==> src/hdl/srq_pkg.sv <==
// package with shared types and constants of the sorted ready queue
`timescale 1ns / 1ps

package srq_pkg;

  localparam int Depth  = 16;
  localparam int CountW = $clog2(Depth + 1);
  localparam int KeyW   = 32;
  localparam int IdW    = 16;
  localparam int CntOutW = 5;

  typedef enum logic [1:0] {
    KIND_APPEND = 2'd0,
    KIND_SORTED = 2'd1,
    KIND_POP    = 2'd2,
    KIND_REMOVE = 2'd3
  } kind_e;

  typedef struct packed {
    logic signed [KeyW-1:0] key;
    logic [IdW-1:0]         id;
  } entry_t;

  typedef struct packed {
    logic   ins;     // append or sorted insert, queue not full
    logic   sorted;  // insert by key
    logic   rem;     // pop or remove by id
    logic   pop;     // remove takes the head
    entry_t item;
  } cmd_t;

endpackage

==> src/hdl/srq_cell.sv <==
// one queue cell: holds an entry and shifts it to or from its neighbors
`timescale 1ns / 1ps

module srq_cell (
  input  logic           clk_i,
  input  srq_pkg::cmd_t  cmd_i,
  input  logic           occ_i,
  input  logic           found_i,
  input  srq_pkg::entry_t left_i,
  input  srq_pkg::entry_t right_i,
  output srq_pkg::entry_t entry_o,
  output logic           found_o,
  output logic           first_o
);
  import srq_pkg::*;

  entry_t entry_q, entry_d;
  logic   match;

  always_comb begin
    if (cmd_i.ins) begin
      match = !occ_i || (cmd_i.sorted && (cmd_i.item.key < entry_q.key));
    end else begin
      match = occ_i && (cmd_i.pop || (cmd_i.item.id == entry_q.id));
    end
  end

  assign found_o = found_i || match;
  assign first_o = match && !found_i;

  always_comb begin
    entry_d = entry_q;
    if (cmd_i.ins) begin
      if (found_i) begin
        entry_d = left_i;
      end else if (match) begin
        entry_d = cmd_i.item;
      end
    end else if (cmd_i.rem && found_o) begin
      entry_d = right_i;
    end
  end

  always_ff @(posedge clk_i) begin
    entry_q <= entry_d;
  end

  assign entry_o = entry_q;

endmodule

==> src/hdl/sorted_ready_queue.sv <==
// top level of the sorted ready queue: chain of cells and result register
`timescale 1ns / 1ps

// Ordered queue of up to Depth entries (task id, signed key) held in a row of
// cells, head in cell 0. Each input transaction carries one operation in tuser:
// append at tail, sorted insert after all keys less than or equal, pop head, or
// remove the first entry with a matching id. Every cell compares in parallel and
// the whole row shifts in the same cycle, at the clock edge that accepts the operation.
// Each input transaction produces exactly one output transaction, available from
// the output register in the cycle after acceptance, with the removed entry, flags
// and the new count. Throughput is 1 transaction per cycle while results are taken;
// it is set by the cell row updating on acceptance and the one-entry output register.
// When the receiver stalls, the result waits in the output register and the
// input is still taken in the cycle the waiting result is taken.
// Reset empties the queue (count zero) and drops any pending result; cell
// contents are not cleared and are only read once written.
// An insert into a full queue leaves it unchanged and sets the reject flag.

module sorted_ready_queue (
  input  logic        clk_i,
  input  logic        rst_ni,
  input  logic        s_axis_tvalid_i,
  output logic        s_axis_tready_o,
  input  logic [47:0] s_axis_tdata_i,   // item_key[31:0], item_id[47:32]
  input  logic [1:0]  s_axis_tuser_i,   // kind[1:0]
  output logic        m_axis_tvalid_o,
  input  logic        m_axis_tready_i,
  output logic [55:0] m_axis_tdata_o,   // out_id[15:0], out_key[47:16], entry_count[52:48]
  output logic [1:0]  m_axis_tuser_o    // out_valid[0], full_reject[1]
);
  import srq_pkg::*;

  logic              s_acc;
  kind_e             kind;
  cmd_t              cmd;
  logic              full;
  logic [CountW-1:0] count_q, count_d;
  logic [Depth:0]    found;
  logic [Depth-1:0]  first;
  logic [Depth-1:0]  occ;
  entry_t            cells [Depth];
  entry_t            res_entry;
  logic              res_valid;

  logic              m_valid_q;
  logic              out_valid_q;
  logic              reject_q;
  entry_t            out_entry_q;
  logic [CntOutW-1:0] out_count_q;

  assign s_axis_tready_o = !m_valid_q || m_axis_tready_i;
  assign s_acc = s_axis_tvalid_i && s_axis_tready_o;
  assign kind  = kind_e'(s_axis_tuser_i);
  assign full  = (count_q == CountW'(Depth));

  always_comb begin
    cmd.item.key = s_axis_tdata_i[31:0];
    cmd.item.id  = s_axis_tdata_i[47:32];
    cmd.ins      = 1'b0;
    cmd.sorted   = 1'b0;
    cmd.rem      = 1'b0;
    cmd.pop      = 1'b0;
    case (kind)
      KIND_APPEND: cmd.ins = s_acc && !full;
      KIND_SORTED: begin
        cmd.ins    = s_acc && !full;
        cmd.sorted = 1'b1;
      end
      KIND_POP: begin
        cmd.rem = s_acc;
        cmd.pop = 1'b1;
      end
      KIND_REMOVE: cmd.rem = s_acc;
      default: cmd.ins = 1'b0;
    endcase
  end

  assign found[0] = 1'b0;

  for (genvar i = 0; i < Depth; i++) begin : g_cell
    entry_t left_n, right_n;
    assign occ[i] = (CountW'(i) < count_q);
    if (i == 0) begin : g_head
      assign left_n = cmd.item;
    end else begin : g_mid
      assign left_n = cells[i-1];
    end
    if (i == Depth - 1) begin : g_tail
      assign right_n = '0;
    end else begin : g_body
      assign right_n = cells[i+1];
    end
    srq_cell u_cell (
      .clk_i   (clk_i),
      .cmd_i   (cmd),
      .occ_i   (occ[i]),
      .found_i (found[i]),
      .left_i  (left_n),
      .right_i (right_n),
      .entry_o (cells[i]),
      .found_o (found[i+1]),
      .first_o (first[i])
    );
  end

  always_comb begin
    res_entry = '0;
    for (int i = 0; i < Depth; i++) begin
      if (first[i]) begin
        res_entry = res_entry | cells[i];
      end
    end
    if (!cmd.rem) begin
      res_entry = '0;
    end
  end

  assign res_valid = cmd.rem && found[Depth];

  always_comb begin
    count_d = count_q;
    if (cmd.ins) begin
      count_d = count_q + CountW'(1);
    end else if (res_valid) begin
      count_d = count_q - CountW'(1);
    end
  end

  always_ff @(posedge clk_i or negedge rst_ni) begin
    if (!rst_ni) begin
      count_q   <= '0;
      m_valid_q <= 1'b0;
    end else begin
      count_q <= count_d;
      if (s_acc) begin
        m_valid_q <= 1'b1;
      end else if (m_axis_tready_i) begin
        m_valid_q <= 1'b0;
      end
    end
  end

  always_ff @(posedge clk_i) begin
    if (s_acc) begin
      out_valid_q <= res_valid;
      reject_q    <= (kind == KIND_APPEND || kind == KIND_SORTED) && full;
      out_entry_q <= res_entry;
      out_count_q <= CntOutW'(count_d);
    end
  end

  assign m_axis_tvalid_o = m_valid_q;
  assign m_axis_tdata_o  = {3'b000, out_count_q, out_entry_q.key, out_entry_q.id};
  assign m_axis_tuser_o  = {reject_q, out_valid_q};

  a_count_bound: assert property (@(posedge clk_i) disable iff (!rst_ni)
    count_q <= CountW'(Depth))
    else $error("queue count beyond depth");

  a_insert_grows: assert property (@(posedge clk_i) disable iff (!rst_ni)
    cmd.ins |=> count_q == $past(count_q) + CountW'(1))
    else $error("insert did not grow the queue");

  a_pop_nonempty: assert property (@(posedge clk_i) disable iff (!rst_ni)
    (s_acc && kind == KIND_POP && count_q != '0) |=>
      (out_valid_q && count_q == $past(count_q) - CountW'(1)))
    else $error("pop of a filled queue returned nothing");

  a_reject_excl: assert property (@(posedge clk_i) disable iff (!rst_ni)
    (m_valid_q && reject_q) |-> !out_valid_q)
    else $error("reject and entry flagged together");

endmodule

==> config.mk <==
export PLATFORM = sky130hd
export DESIGN_NAME = sorted_ready_queue
export DESIGN_NICKNAME = d
export VERILOG_FILES = /design/src/hdl/srq_pkg.sv /design/src/hdl/srq_cell.sv /design/src/hdl/sorted_ready_queue.sv
export SDC_FILE = /design/constraint.sdc
export NUM_CORES = 2
export LEC_CHECK = 0
export ABC_AREA = 1
export BUFFER_PORTS_ARGS = -buffer_cell sky130_fd_sc_hd__buf_2
export CORE_MARGIN = 5
export CORE_UTILIZATION = 55
export DETAILED_ROUTE_END_ITERATION = 10
export GPL_ROUTABILITY_DRIVEN = 0
export PLACE_DENSITY = 0.73
export SYNTH_ARGS = -nofsm -noshare
export SYNTH_HDL_FRONTEND = slang
export SYNTH_SLANG_ARGS = --single-unit
export TNS_END_PERCENT = 1
==> constraint.sdc <==
create_clock -name clk_i -period 7.9 [get_ports clk_i]
set_clock_uncertainty 0.05 [all_clocks]
set_input_delay 0.395 -clock clk_i [delete_from_list [all_inputs] [get_ports clk_i]]
set_output_delay 0.395 -clock clk_i [all_outputs]
set_load 0.05 [all_outputs]
# After elaboration in Yosys (flattened, before gate mapping)
# Index checks and enable logic that the tools add are counted.
[word_totals]
register_bits = 829
input_bits = 54
output_inout_bits = 60
word_cells = 411
[op_classes]
addsub = 2
magnitude_cmp = 32
eq_ne = 36
muxes = 103
n_bitwise = 15
n_reduce_logical = 184
[op_table]
columns = ["operator", "count"]
rows = [
  ["$mux 48", 79],
  ["$or 48x48->48", 15],
  ["$lt 32x32->1", 16],
  ["$eq 16x16->1", 16],
  ["$logic_and 1x1->1", 66],
  ["$logic_or 1x1->1", 49],
  ["$ne 3x1->1 const B", 15],
  ["$lt 4x5->1 const A", 8],
  ["$reduce_bool 2->1", 17],
  ["$logic_not 1->1", 33],
  ["$reduce_and 2->1", 16],
  ["$mux 1", 22],
  ["$lt 3x5->1 const A", 4],
  ["$lt 1x5->1 const A", 2],
  ["$lt 2x5->1 const A", 2],
  ["$mux 5", 2],
  ["$add 5x1->5 const B", 1],
  ["$eq 5x5->1 const B", 1],
  ["$sub 5x1->5 const B", 1],
  ["$eq 2x2->1 const B", 2],
  ["$reduce_or 2->1", 2],
  ["$eq 2x1->1 const B", 1],
  ["$logic_not 2->1", 1],
  ["$ne 2x1->1 const B", 1],
]

# Longest topological paths before layout
[logic_depth]
word_depth = 37
ltp_mapped = 32
mapped_depth_nobuf = 31

# By module
# From an unflattened synthesis, not the netlist that was laid out.
[hier_totals]
hier_cells = 8765
area_unflattened_um2 = 64025.2
[by_module_without_submodules]
columns = ["mod", "instances", "cells_each", "area_each_um2", "seq_area_each_um2"]
rows = [
  ["srq_cell (g_cell[15].u_cell ...)", 10, 437, 3459.6, 1441.4],
  ["srq_cell (g_cell[0].u_cell ...)", 6, 435, 3447.1, 1441.4],
  ["sorted_ready_queue", 1, 1785, 8747.1, 1801.7],
]

# Worst setup path before layout
# Ideal clock, no wire load.
[synth_path]
kind = "reg2reg"
start = "register m_valid_q, in the netlist m_axis_tvalid_o"
end = "register g_cell[2].u_cell.entry_q (netlist bit g_cell[2].u_cell.entry_o[0]), enable pin"
setup_ns = 0.520
arrival_time_ns = 6.060
required_ns = 7.330
slack_ns = 1.270
stages_incl_launch_ff = 11
period_less_slack_ns = 6.630
path_cell_list = "dfrtp_1 > nand2_1 > nand2_1 > inv_2 > nand2_2 > nor2_4 > inv_2 > buf_2 > nand2_1 > nand2_2 > o21ai_0"
[synth_via]
elab_chain_len = 11
elab_cells_between_ends = 15
classes_between = "1 x eq/ne; 5 x mux; 9 x reduce/logical"
[synth_lines]
columns = ["element", "line", "text"]
rows = [
  ["start: declaration", "sorted_ready_queue.sv:45", "logic m_valid_q;"],
  ["start signal: assignment", "sorted_ready_queue.sv:132", "m_valid_q <= 1'b0;"],
  ["start signal: assignment", "sorted_ready_queue.sv:136", "m_valid_q <= 1'b1;"],
  ["start signal: assignment", "sorted_ready_queue.sv:138", "m_valid_q <= 1'b0;"],
  ["$logic_not 1->1 *", "sorted_ready_queue.sv:51", "assign s_axis_tready_o = !m_valid_q || m_axis_tready_i;"],
  ["$logic_or 1x1->1 *", "sorted_ready_queue.sv:51", ""],
  ["net s_axis_tready_o", "sorted_ready_queue.sv:23", "output logic s_axis_tready_o,"],
  ["$logic_and 1x1->1 *", "sorted_ready_queue.sv:52", "assign s_acc = s_axis_tvalid_i && s_axis_tready_o;"],
  ["net s_acc", "sorted_ready_queue.sv:33", "logic s_acc;"],
  ["$logic_and 1x1->1", "sorted_ready_queue.sv:64, sorted_ready_queue.sv:66", ""],
  ["$mux 1", "--", ""],
  ["$mux 1", "srq_cell.sv:21", "if (cmd_i.ins) begin"],
  ["$logic_or 1x1->1 (2 in series)", "srq_cell.sv:28", "assign found_o = found_i || match;"],
  ["$logic_and 1x1->1", "srq_cell.sv:39", "end else if (cmd_i.rem && found_o) begin"],
  ["$reduce_bool 2->1 (no line)", "--", ""],
  ["$reduce_and 2->1 (no line) *", "--", ""],
  ["end signal: assignment", "srq_cell.sv:45", "entry_q <= entry_d;"],
  ["end: declaration", "srq_cell.sv:17", "entry_t entry_q, entry_d;"],
]
# Mark *: on every way through the listed nets, which the timed path passes. The rest lies on a longest branch.
# A chain may end at the register's enable or synchronous reset.

# Worst setup path after layout
[layout_path]
start = "register count_q[0]"
end = "register out_entry_q (netlist bit m_axis_tdata_o[18]) (data pin)"
[layout_via]
elab_chain_len = 36
elab_cells_between_ends = 159
classes_between = "16 x order compare; 1 x eq/ne; 33 x mux; 15 x bitwise; 94 x reduce/logical"
[layout_lines]
columns = ["element", "line", "text"]
rows = [
  ["start: declaration", "sorted_ready_queue.sv:37", "logic [CountW-1:0] count_q, count_d;"],
  ["start signal: assignment", "sorted_ready_queue.sv:134", "count_q <= count_d;"],
  ["parallel branches: the longest is 35 deep, another holds $lt 1x5->1", "--", ""],
  ["$mux 48 *", "sorted_ready_queue.sv:109", "if (first[i]) begin"],
  ["end signal: assignment", "sorted_ready_queue.sv:147", "out_entry_q <= res_entry;"],
  ["end: declaration", "sorted_ready_queue.sv:48", "entry_t out_entry_q;"],
]
# Every way passes the cells marked *.

==> flow_summary_export.csv <==
group,metric,value,unit
floorplan,rows,122,
clocking,post_cts_buffers,0,
critical_path,crit_type,"reg -> reg",
timing,fin_crit_sh,0.886,
timing,slew_viol_final,0,
timing,setup_viol,0,
power_and_ir_drop,p_leak,0.0269,µW
timing,fin_setup_tns,0,ps
grt,grt_pass1_wl,325,mm
timing,max_slew_margin,0.166,
critical_path,crit_path_end_kind,"register",
critical_path,critPathBufInv,4,
clocking,cts_buffer_depth,3,
finish,nets,7647,
power_and_ir_drop,p_clk_frac,0.239,
timing,layout_setup_ws,897,ps
synthesis,ys_ff_latch,829,
critical_path,endpoint,"m_axis_tdata_o[18]",
synthesis,synth_top_area_share,0.406,
synthesis,synth.avg_cell_area,8.32,µm²
power_and_ir_drop,ir_drop,0.000302,V
timing,hold_ws,47.1,ps
synthesis,synth_area,60800,µm²
synthesis,synthAdderAreaFrac,0.103,
clocking,cts.reportedPaths.clkPinSlew,60,ps
critical_path,cp.depth,23,
synthesis,synthSimpleGateAreaFrac,0.225,
synthesis,ys_seq_area_frac,0.409,
synthesis,synth_cells,7309,
floorplan,fp.dieW,342,µm
drt,drc_errors,0,
critical_path,arrival,7460,ps
synthesis,synthXorXnorAreaFrac,0.0228,
critical_path,r2r_start,"count_q[0]",
finish,fillers,9673,
timing,hold_viol_final,0,
hold_path,hold_path_class,"in -> async",
critical_path,slowest_stage,"nor2_4",
synthesis,yosysMostFrequentCell,"nand2_1",
power_and_ir_drop,power.density,287,nW/µm²
clocking,cts.sinks,829,
critical_path,crit_family,"simple AND/OR/NAND/NOR gates",
power_and_ir_drop,swShare,0.419,
drt,dr.pass1.iters,7,
power_and_ir_drop,power.internal,10900,µW
drt,drt-total-wl,216,mm
critical_path,cp_common_cell,"nor2_4",
floorplan,ios,114,
synthesis,synthMuxAreaShare,0.000165,
timing,grt_setup_unrepaired,"false",
power_and_ir_drop,power.switching,7820,µW
drt,drtAntennaViolNets,0,
critical_path,crit_required,8360,ps
critical_path,timing.rr.end,"m_axis_tdata_o[18]",
drt,routed_via_density,6.69,
critical_path,cp_cell_sequence,"inv_1 -> ha_1 -> nand3_2 -> nand2_2 -> nor2_4 -> inv_8 -> a21oi_1 -> nand2_2 -> nand2_4 -> nand3_4 -> nor2_4 -> nand4_4 -> nor2_2 -> buf_4 -> nand4_4 -> nor2_4 -> nand2_2 -> nor2_4 -> buf_4 -> nand2_1 -> nand3_1 -> nor2_1 -> nor2_1",
floorplan,die_h,342,µm
finish,drive_gt1_frac,0.0580,
synthesis,synth.distinct_cells,56,
clocking,cts_resized,0,
clocking,cts_tree,"done",
critical_path,rrSetupSlack,900,ps
power_and_ir_drop,power_frac_comb,0.379,
flow_run,cap_violations,0,
placement,dp_hpwl,154,mm
synthesis,synth_edf_count,823,
grt,grt_pass1_vias,52400,
synthesis,synth_commonest_cells,"nand2_1, nand3_1, inv_1, edfxtp_1, nor2_1",
drt,detail_route.wl_per_cell,24.9,µm
synthesis,yosysTopAreaCell,"edfxtp_1",
finish,syn_to_final_growth,7.08,%
critical_path,path_max_fanout,76,
grt,overflow,0,
floorplan,core_area,110000,µm²
critical_path,startpoint_type,"register",
clocking,cts-htree-levels,3,
critical_path,r2r_cells,23,
power_and_ir_drop,power_frac_seq,0.382,
critical_path,setup.worst_path.start,"count_q[0]",
synthesis,ys.warnings.count,0,
grt,track_usage,0.355,
critical_path,slowest_delay,740,ps
synthesis,synthTopCellsByArea,"edfxtp_1, ha_1, nand3_1",
grt,grt_max_degree,194,
timing,max_slew.worst_pin.slew,1250,ps
outcome,status,"finished clean",
placement,dp_worst_setup_slack,1180,ps
drt,drt_iter0_markers,10200,
grt,grt_antenna_before_repair,6,
floorplan,start_util,0.552,
placement,port_buffers,110,
clocking,root_buffer,"clkbuf_16",
synthesis,synth_compound_area_frac,0.153,
floorplan,die_area,117000,µm²
synthesis,synth_top_family_by_area,"simple AND/OR/NAND/NOR gates",
timing,min_period,7000,ps
clocking,clk_latency,700,ps
timing,fmax,0.143,GHz
synthesis,ys.flop_type,"edfxtp_1",
clocking,cts_made_buffers,95,
drt,num_vias,58000,
power_and_ir_drop,power,18700,µW
synthesis,async_flop_share,0.00724,
[flip-flops by register name, indices dropped and copies added, names as in the netlist]
| register | cells |
|---|---|
| count_q | 5 |
| out_count_q | 5 |
| reject_q | 1 |
| m_axis_tvalid_o | 1 |
| out_valid_q | 1 |
| g_cell.u_cell.entry_o | 768 |
| m_axis_tdata_o | 48 |
[cell families after synthesis]
logic type               count (synthesis)
XOR/XNOR                               158
AO/OA/AOI/OAI                         1363
multiplexers                             1
flip-flops                             829
other                                    1
adder cells (fa/ha/maj)                499
AND/OR/NAND/NOR                       3084
buffers and inverters                 1374
[cell type report]
class | count | area, µm² | area share
multi-input cells | 5108 | 30800 | 0.473
repair buffers | 200 | 1280 | 0.0197
inverters | 860 | 3240 | 0.0497
well taps | 1488 | 1860 | 0.0286
diodes | 2 | 5.00 | 0.0000769
flip-flops and latches | 829 | 24900 | 0.382
clock buffers | 117 | 2530 | 0.0389
clock inverters | 60 | 495 | 0.00761
[timing repair]
action / in CTS / in global routing
hold buffers: 3 / 0
hold endpoints to repair: 7 / 0
endpoints found under the setup margin: 0 / 0
[worst min-delay path by stage]
| stage | startpoint | endpoint | slack, ps | cells after the start |
|---|---|---|---|---|
| after floorplan | rst_ni | count_q[0] | 50 | 0 |
| after CTS | s_axis_tuser_i[1] | reject_q | 10 | 2 |
| after global placement | rst_ni | m_axis_tvalid_o | 210 | 1 |
| after detailed placement | rst_ni | m_axis_tvalid_o | 210 | 1 |
| final | rst_ni | count_q[3] | 50 | 2 |
| after global routing | rst_ni | count_q[3] | 60 | 2 |
[power groups by stage]
stage	registers (µW)	logic [µW]	clock network, µW
global placement	7130	6590	0
finish	7140	7070	4470
global route	7230	7620	4650
detailed placement	7170	6760	0
CTS	7080	6800	4480
floorplan	7000	4540	0
[routing by layer]
| metal | global-route usage | part of all wire | vias to the layer above |
|---|---|---|---|
| li1 | - | - | 25800 |
| met1 | 0.529 | 0.39 | 26900 |
| met2 | 0.490 | 0.40 | 4665 |
| met3 | 0.106 | 0.17 | 537 |
| met4 | 0.117 | 0.037 | 12 |
| met5 | 0 | 0.00040 | - |
[placed cells by master, fill, tap and decap left out, drive strengths merged, types with 11 or more instances in the layout]
| cell | count |
|---|---|
| clkbuf | 117 |
| buf | 197 |
| xor2 | 101 |
| o221ai | 502 |
| xnor2 | 57 |
| a221oi | 19 |
| inv | 862 |
| o22ai | 26 |
| nor3 | 36 |
| edfxtp | 823 |
| nand3 | 931 |
| o21a | 11 |
| nor4 | 36 |
| clkinv | 49 |
| nand4 | 221 |
| o211ai | 130 |
| o21ai | 269 |
| nor2 | 704 |
| ha | 499 |
| or2 | 13 |
| a21oi | 358 |
| nand2 | 1129 |
[through the flow]
| stage | cell area (µm²) | util | cells |
|---|---|---|---|
| after floorplan | 60800 | - | 7311 |
| after global routing | 65100 | 0.591 | 8663 |
| after global placement | 62000 | 0.563 | 8482 |
| after CTS | 65100 | 0.591 | 8662 |
| after detailed placement | 62000 | 0.563 | 8482 |
| final | 65100 | 0.591 | 8664 |
(Power assumes the default switching activity.)
